$ cat config.mk
export PLATFORM = sky130hd
export DESIGN_NAME = pirt_front
export DESIGN_NICKNAME = d
export VERILOG_FILES = /design/src/rtl/pirt_pkg.sv /design/src/rtl/pirt_front.sv
export SDC_FILE = /design/constraint.sdc
export NUM_CORES = 1
export LEC_CHECK = 0
export ABC_AREA = 1
export BUFFER_PORTS_ARGS = -buffer_cell sky130_fd_sc_hd__buf_2
export CORE_ASPECT_RATIO = 2
export CORE_UTILIZATION = 53
export DETAILED_ROUTE_END_ITERATION = 6
export PLACE_DENSITY = 0.84
export SLEW_MARGIN = 15
export SYNTH_ARGS = -nofsm -noshare
export SYNTH_HDL_FRONTEND = slang
export SYNTH_SLANG_ARGS = --single-unit
$ cat constraint.sdc
create_clock -name i_clk -period 4.9 [get_ports i_clk]
set_clock_uncertainty 0.05 [all_clocks]
set_input_delay 0.245 -clock i_clk [delete_from_list [all_inputs] [get_ports i_clk]]
set_output_delay 0.245 -clock i_clk [all_outputs]
set_load 0.01 [all_outputs]
$ cat src/rtl/pirt_pkg.sv
package pirt_pkg;

    localparam int CFG_ADDR_BITS = 5;
    localparam int CFG_DATA_BITS = 32;

    typedef logic [2:0] t_reg_idx;

    localparam t_reg_idx REG_X_FIRST  = 3'd0;
    localparam t_reg_idx REG_X_SECOND = 3'd1;
    localparam t_reg_idx REG_Y_FIRST  = 3'd2;
    localparam t_reg_idx REG_Y_SECOND = 3'd3;
    localparam t_reg_idx REG_SHAPE    = 3'd4;

    typedef enum logic [1:0] {
        SHAPE_RECT    = 2'd0,
        SHAPE_ELLIPSE = 2'd1,
        SHAPE_DIAMOND = 2'd2,
        SHAPE_LINE    = 2'd3
    } t_shape;

    typedef struct packed {
        logic   valid;
        logic   inbox;
        t_shape shape;
    } t_ctl;

endpackage

$ cat src/rtl/pirt_front.sv
module pirt_front import pirt_pkg::*; #(
    parameter int COORD_BITS = 24
) (
    input  logic                         i_clk,
    input  logic                         i_rst_n,
    input  logic                         i_en,
    input  logic                         i_valid,
    input  logic signed [COORD_BITS-1:0] i_px,
    input  logic signed [COORD_BITS-1:0] i_py,
    input  logic signed [COORD_BITS-1:0] i_x_first,
    input  logic signed [COORD_BITS-1:0] i_x_second,
    input  logic signed [COORD_BITS-1:0] i_y_first,
    input  logic signed [COORD_BITS-1:0] i_y_second,
    input  t_shape                       i_shape,
    output t_ctl                         o_ctl,
    output logic [COORD_BITS-1:0]        o_w,
    output logic [COORD_BITS-1:0]        o_h,
    output logic [COORD_BITS-1:0]        o_dx,
    output logic [COORD_BITS-1:0]        o_dy
);

    localparam int N  = COORD_BITS;
    localparam int XW = COORD_BITS + 2;

    logic signed [N-1:0]  left;
    logic signed [N-1:0]  top;
    logic signed [XW-1:0] left_x;
    logic signed [XW-1:0] right_x;
    logic signed [XW-1:0] top_x;
    logic signed [XW-1:0] bottom_x;
    logic signed [XW-1:0] px_x;
    logic signed [XW-1:0] py_x;
    logic signed [XW-1:0] w_x;
    logic signed [XW-1:0] h_x;
    logic signed [XW-1:0] dx_x;
    logic signed [XW-1:0] dy_x;
    logic signed [XW-1:0] dx_m;
    logic signed [XW-1:0] dy_m;
    logic                 nonempty;
    logic                 inbox;
    t_ctl                 r_ctl;
    logic [N-1:0]         r_w;
    logic [N-1:0]         r_h;
    logic [N-1:0]         r_dx;
    logic [N-1:0]         r_dy;

    assign left     = (i_x_first < i_x_second) ? i_x_first : i_x_second;
    assign top      = (i_y_first < i_y_second) ? i_y_first : i_y_second;
    assign left_x   = XW'(left);
    assign right_x  = XW'(i_x_second);
    assign top_x    = XW'(top);
    assign bottom_x = XW'(i_y_second);
    assign px_x     = XW'(i_px);
    assign py_x     = XW'(i_py);

    assign nonempty = (left < i_x_second) && (top < i_y_second);
    assign inbox    = nonempty && (i_px >= left) && (i_px <= i_x_second)
                      && (i_py >= top) && (i_py <= i_y_second);

    assign w_x  = right_x - left_x;
    assign h_x  = bottom_x - top_x;
    // twice the offset from the center; magnitude fits N bits when in the box
    assign dx_x = (px_x <<< 1) - left_x - right_x;
    assign dy_x = (py_x <<< 1) - top_x - bottom_x;
    assign dx_m = dx_x[XW-1] ? -dx_x : dx_x;
    assign dy_m = dy_x[XW-1] ? -dy_x : dy_x;

    always_ff @(posedge i_clk) begin
        if (!i_rst_n) begin
            r_ctl <= '0;
        end else if (i_en) begin
            r_ctl.valid <= i_valid;
            r_ctl.inbox <= inbox;
            r_ctl.shape <= i_shape;
        end
    end

    always_ff @(posedge i_clk) begin
        if (i_en) begin
            r_w  <= w_x[N-1:0];
            r_h  <= h_x[N-1:0];
            r_dx <= dx_m[N-1:0];
            r_dy <= dy_m[N-1:0];
        end
    end

    assign o_ctl = r_ctl;
    assign o_w   = r_w;
    assign o_h   = r_h;
    assign o_dx  = r_dx;
    assign o_dy  = r_dy;

endmodule

==> impl_metrics.toml, run 1 <==
[run_status]
status = "stopped before the end"
haltStage = "5_1_grt"
firstError = "[ERROR GRT-0232] Routing congestion too high. Check the congestion heatmap in the GUI."

[synth]
ys_seq_area_share_pct = 19.22
synth-edff-count = 96
ys_seq_elements = 100
syn_inst = 2062
syn_area_mm2 = 0.01541
yosys-top-cells-count = "nand2_1, inv_1, ha_1"
ys_top_cells_by_area = "ha_1, edfxtp_1, nand2_1"
synth_nets = 2524
synth_top_cell_by_area = "ha_1"
synth-async-reset-ratio_pct = 0
synth_top_cell_area_share_pct = 22.08
yosysMostFrequentCell = "nand2_1"
synth_cell_types = 62
synthFlopType = "edfxtp_1"
ys.warnings.count = 0
syn_avg_cell_area_um2 = 7.474

[cts]
cts_buffers = 9
cts_hold_buf = 0
cts.path.max_buffers = 2
cts_max_level = 3
clkSinkCount = 100
cts-root-buf = "clkbuf_16"

[die]
die_h_um = 243.2
ios = 250
start_util_pct = 53.63
num_rows = 88
die_w_um = 122.6

[timing]
endpoint_type = "register input"
worst_endpoint = "o_dx[23]$_DFFE_PP_/D"

[grt]
grt_max_degree = 75
grt_remaining_overflow = 11
grt_usage_pct = 54.82

[place]
dp_hpwl_um = 53180
dp_slack_ns = -0.7322
placed_cell_area_mm2 = 0.02062
numPortBuffers = 249
gp_congestion = 1.019
## per-layer routing
layer / GRT overflow / GRT usage (%)
met1: 0 / 47.79
met2: 7 / 84.35
met3: 0 / 28.05
met4: 4 / 59.65
met5: 0 / 2.083
## logic make-up after synthesis
logic type | count (synthesis) | synth area share (%)
AO/OA/AOI/OAI | 361 | 13.66
XOR/XNOR | 130 | 7.436
adder cells (fa/ha/maj) | 312 | 27.28
buffers and inverters | 404 | 10.13
flip-flops | 100 | 19.22
AND/OR/NAND/NOR | 755 | 22.27
## timing repair
item / 4_1_cts
resized for setup: 33
setup buffers: 2
hold endpoints to repair: 0
gates cloned: 2
endpoints found under the setup margin: 46
pin swaps: 10
## metrics by stage
step,hold slack (ns),std cells
floorplan,0.3075,2062
global placement,0.4165,3109
detailed placement,0.4301,3109
CTS,0.03436,3129
==> inputs of run 2 (changes only) <==
Settings changed: CORE_ASPECT_RATIO 2 to default, CORE_UTILIZATION 53 to 38, PLACE_DENSITY 0.84 to default, PLACE_DENSITY_LB_ADDON from default to 0.15.
Clock period 4.9 ns to 6.37 ns, I/O delays scaled along.
==> impl_metrics.toml, run 2 <==
[grt]
busiest_layer = "met2"
grt_antenna_before_repair = 4
use_met3_pct = 4.618
grt_remaining_overflow = 0
grt_max_degree = 57
grt_pass1_vias = 13900
use_met1_pct = 29.71
grt_pass1_wl_um = 75050
grt_usage_pct = 23.97
grt_use_met2_pct = 40.41

[worst_setup_path]
cp_top_family = "simple AND/OR/NAND/NOR gates"
worstPathArrival_ns = 5.83
r2r-end = "o_ctl[3]"
start_kind = "input pin"
r2r_slack_ns = 5.69
cp_slowest_cell = "fa_1"
cp_slowest_stage_delay_ns = 0.41
crit_path_frequent_cell = "nand2_1"
end_kind = "flip-flop"
r2r_cells = 2
required_ns = 6.48
worstSetupPathType = "in2reg"
regToRegStartpoint = "o_ctl[3]"
path_buf_inv = 6
crit_fanout = 34

[die]
dieArea_mm2 = 0.04137
die_w_um = 203.4
start_util_pct = 38.70
core_mm2 = 0.03982
ios = 250
num_rows = 73
die_h_um = 203.4

[timing]
fmax_mhz = 174.9
final.period_utilization_pct = 89.77
holdWs_ns = 0.09781
fin_tns_setup_ns = 0
relSlewSlack_pct = 34.50
finalCriticalPeriod_ns = 5.718
worst_slack_ns = 0.6516
worst_slew_pin_slew_ns = 0.9577
setup_viol = 0
finalHoldViolCount = 0
rsz0062_at_grt = "false"
maxSlewViolCount = 0

[synth]
ys_top_cells_by_area = "ha_1, edfxtp_1, nand2_1"
yosys-top-cells-count = "nand2_1, inv_1, ha_1"
synth_cell_types = 62
synth_nets = 2524
synthFlopType = "edfxtp_1"
synth-edff-count = 96
ys_seq_elements = 100
ys_seq_area_share_pct = 19.22
synth-async-reset-ratio_pct = 0
syn_inst = 2062
syn_avg_cell_area_um2 = 7.474
yosysMostFrequentCell = "nand2_1"
synth_top_cell_area_share_pct = 22.08
synth_top_cell_by_area = "ha_1"
syn_area_mm2 = 0.01541
ys.warnings.count = 0

[power_and_ir_drop]
netSwitchingPower_mw = 2.601
swShare_pct = 48.13
ir_drop_mv = 0.2713
p_per_area_mw_per_mm2 = 304.8
leakagePower_nw = 9.337
clkPwrFrac_pct = 11.9
p_seq_share_pct = 22.4
p_int_mw = 2.804
combPwrFrac_pct = 65.7

[place]
dp_hpwl_um = 43220
numPortBuffers = 249
place_inst = 2844
dp_slack_ns = 0.2508
gp_congestion = 0.9802

[hold_path]
hold_start = "i_valid"
min_delay_path_depth = 3
holdCritPathClass = "in2reg"
hold_path_end = "o_ctl[3]"

[cts]
clkTransAtPathRegs_ns = 0.07
cts_hold_buf = 0
cts_max_level = 3
cts-root-buf = "clkbuf_16"
cts_buffers = 9
cts.path.max_buffers = 2
ctsResizeCount = 0
clkSinkCount = 100
post-cts-setup-buffers = 0
cts_tree = "built"
worstSkewPairLatency_ns = 0.39

[drt]
dr.pass1.iters = 6
wl_um = 49380
routed_via_density = 4.992
drtIter0Drc = 776
route.detailed.drc = 0
drt-wirelength-per-cell_um = 17.25
routed-via-count = 14290
final_antenna_net_count = 0

[final_layout]
area_growth_pct = 15.06
fillerInstances = 4170
drive_gt1_share_pct = 16.62
mostFrequentLayoutCell = "nand2_1"
fin_nets = 2792
final_cell_mix = "nand2_1, inv_1, ha_1, buf_2, a21oi_1"
postLayoutCoreUtil_pct = 44.53
post_layout_nonfiller_instances = 2863

[run_status]
status = "completed"

[flow_run]
max_cap_violations = 0
run 2: cell counts after synthesis:
No cell type changed its count.
run 2: cell type report:
cell class	count	area (µm²)	area share, %
clock inverter	6	95.09	0.5362
clock buffer	10	229.0	1.291
timing repair buffer	273	1429	8.058
sequential	100	2963	16.71
multi-input combinational	1558	10890	61.43
inverter	388	1459	8.227
antenna	3	7.507	0.04233
tap	525	656.9	3.704
run 2: metal layers:
layer / wire, µm / share of wire [%] / vias up
met4: 1728 / 3.5 / 2
met2: 23210 / 47 / 375
met5: 19 / 0.038 / -
li1: - / - / 7294
met3: 2835 / 5.7 / 71
met1: 21580 / 44 / 6551
run 2: power by group through the flow:
stage	Clock, mW	Sequential [mW]	Combinational (mW)
CTS	0.672	1.22	3.57
finish	0.643	1.21	3.55
global placement	0	1.23	3.53
global route	0.688	1.24	4.00
floorplan	0	1.36	2.38
detailed placement	0	1.23	3.55
run 2: cells by family (layout without fill, tap and decap cells):
family / after synthesis / in the layout / synth area share [%]
AO/OA/AOI/OAI: 361 / 361 / 13.66
XOR/XNOR: 130 / 130 / 7.436
adder cells (fa/ha/maj): 312 / 312 / 27.28
buffers and inverters: 404 / 677 / 10.13
flip-flops: 100 / 100 / 19.22
other: 0 / 3 / 0
AND/OR/NAND/NOR: 755 / 755 / 22.27
run 2: through the flow:
stage	power [mW]	cell area, µm²
final	5.405	17730
after CTS	5.466	17730
after global routing	5.923	17730
after global placement	4.759	17400
after floorplan	3.745	15410
after detailed placement	4.783	17400
run 2: worst min-delay path, cell delays in order:
cell and delay, ns:
buf_2 0.08, nor2_1 0.03, nor2_1 0.08
run 2: worst max-delay path by stage:
stage | startpoint | cells after the start | end | slack [ns]
after CTS | i_x_second[23] | 35 | o_dx[21] | 0.67
after detailed placement | i_x_second[23] | 35 | o_dx[21] | 0.25
after floorplan | i_x_second[23] | 37 | o_dx[21] | 0.90
final | i_x_second[23] | 35 | o_dx[21] | 0.65
after global routing | i_x_second[23] | 35 | o_dx[21] | 0.01
after global placement | i_x_second[23] | 35 | o_dx[21] | 0.41
Note: power is estimated with default switching activity, not from simulation.
==> inputs of run 3 (changes only) <==
Settings changed: MAX_ROUTING_LAYER from default to met4, PLACE_DENSITY_LB_ADDON 0.15 to default.
==> impl_metrics.toml, run 3 (synthesis results as in run 2) <==
[run_status]
status = "completed"

[timing]
setup_viol = 0
finalHoldViolCount = 0
fin_tns_setup_ns = 0
fmax_mhz = 176.4
rsz0062_at_grt = "false"
maxSlewViolCount = 0
finalCriticalPeriod_ns = 5.668
final.period_utilization_pct = 88.97
relSlewSlack_pct = 46.28
worst_slew_pin_slew_ns = 0.7973

[drt]
routed_via_density = 5.034
drt-wirelength-per-cell_um = 17.26
routed-via-count = 14460
drtIter0Drc = 928
wl_um = 49570
final_antenna_net_count = 0
route.detailed.drc = 0
dr.pass1.iters = 5

[grt]
grt_remaining_overflow = 0
grt_pass1_vias = 13900
grt_max_degree = 53
grt_antenna_before_repair = 10
grt_usage_pct = 24.80
grt_pass1_wl_um = 76360

[worst_setup_path]
cp_slowest_cell = "ha_1"
required_ns = 6.46
crit_start = "i_x_second[23]"
worstPathArrival_ns = 5.76
worstSetupPathType = "in2reg"
cp_slowest_stage_delay_ns = 0.40
end_kind = "flip-flop"
crit_fanout = 30
start_kind = "input pin"
regToRegStartpoint = "o_ctl[1]"

[power_and_ir_drop]
total_power_mw = 5.391
leakagePower_nw = 9.331
p_seq_share_pct = 22.6
p_per_area_mw_per_mm2 = 303.7
ir_drop_mv = 0.1275
netSwitchingPower_mw = 2.590
p_int_mw = 2.801
combPwrFrac_pct = 66.0
clkPwrFrac_pct = 11.4
swShare_pct = 48.04

[final_layout]
area_growth_pct = 15.18
final_cell_mix = "nand2_1, inv_1, ha_1, buf_2, a21oi_1"
fillerInstances = 4137
mostFrequentLayoutCell = "nand2_1"
drive_gt1_share_pct = 16.55
fin_nets = 2791

[place]
numPortBuffers = 249
gp_congestion = 0.9895
dp_hpwl_um = 43430

[hold_path]
holdCritPathClass = "in2reg"
hold_start = "i_valid"

[flow_run]
max_cap_violations = 0

[die]
core_mm2 = 0.03982
ios = 250
dieArea_mm2 = 0.04137
start_util_pct = 38.70
num_rows = 73
die_h_um = 203.4
die_w_um = 203.4

[cts]
cts-root-buf = "clkbuf_16"
cts.path.max_buffers = 2
clkSinkCount = 100
cts_tree = "built"
cts_buffers = 9
post-cts-setup-buffers = 0
worstSkewPairLatency_ns = 0.38
cts_max_level = 3
clkTransAtPathRegs_ns = 0.07
[run 3: per-layer routing]
metal	share of wire, %	GRT usage (%)	vias to the layer above
li1	-	-	7301
met1	47	32.59	6706
met2	45	38.82	397
met3	5.9	3.995	53
met4	2.4	7.841	0
met5	0	-	-
[run 3: power by group through the flow]
stage | logic [mW] | clock network, mW | registers, mW
after detailed placement | 3.53 | 0 | 1.23
after global routing | 4.02 | 0.662 | 1.24
after global placement | 3.50 | 0 | 1.23
after CTS | 3.55 | 0.642 | 1.22
final | 3.56 | 0.616 | 1.22
after floorplan | 2.38 | 0 | 1.36
[run 3: repair_timing]
action                     CTS  global route
hold buffers                 0             0
setup endpoints to repair    0             2
resized for setup            0             1
[run 3: final timing paths]
kind | endpoint | slack, ns | cells past startpoint
max | o_dx[22] | 0.70 | 33
min | o_ctl[3] | 0.11 | 3
max reg2reg | o_ctl[1] | 5.68 | 2
min reg2reg | o_ctl[2] | 0.43 | 2
[run 3: final cells by class]
| type | count | area (µm²) | share of cell area, % |
|---|---|---|---|
| Inverter | 388 | 1459 | 8.218 |
| Multi-Input combinational cell | 1558 | 10900 | 61.42 |
| Antenna cell | 14 | 35.03 | 0.1974 |
| Clock buffer | 10 | 229.0 | 1.290 |
| Clock inverter | 5 | 85.08 | 0.4793 |
| Sequential cell | 100 | 2963 | 16.69 |
| Tap cell | 525 | 656.9 | 3.700 |
| Timing Repair Buffer | 272 | 1421 | 8.007 |
[run 3: critical path, delay by kind of cell]
family	cells	cell delay [ns]
compound gates	6	1.29
xor+xnor	1	0.31
fa+ha+maj	4	1.34
buf+inv	4	0.41
simple gates	18	2.07
[run 3: per-stage QoR]
| step | hold WS (ns) | area (µm²) | setup slack (ns) | cells | utilization (%) |
|---|---|---|---|---|---|
| detailed placement | 0.4278 | 17390 | 0.2516 | 2843 | 43.68 |
| floorplan | 0.3810 | 15410 | 0.8978 | 2062 | - |
| global route | 0.1092 | 17740 | 0.08279 | 2868 | 44.55 |
| finish | 0.1145 | 17750 | 0.7024 | 2872 | 44.58 |
| global placement | 0.4210 | 17390 | 0.4032 | 2843 | 43.68 |
| CTS | 0.09204 | 17710 | 0.6558 | 2858 | 44.47 |
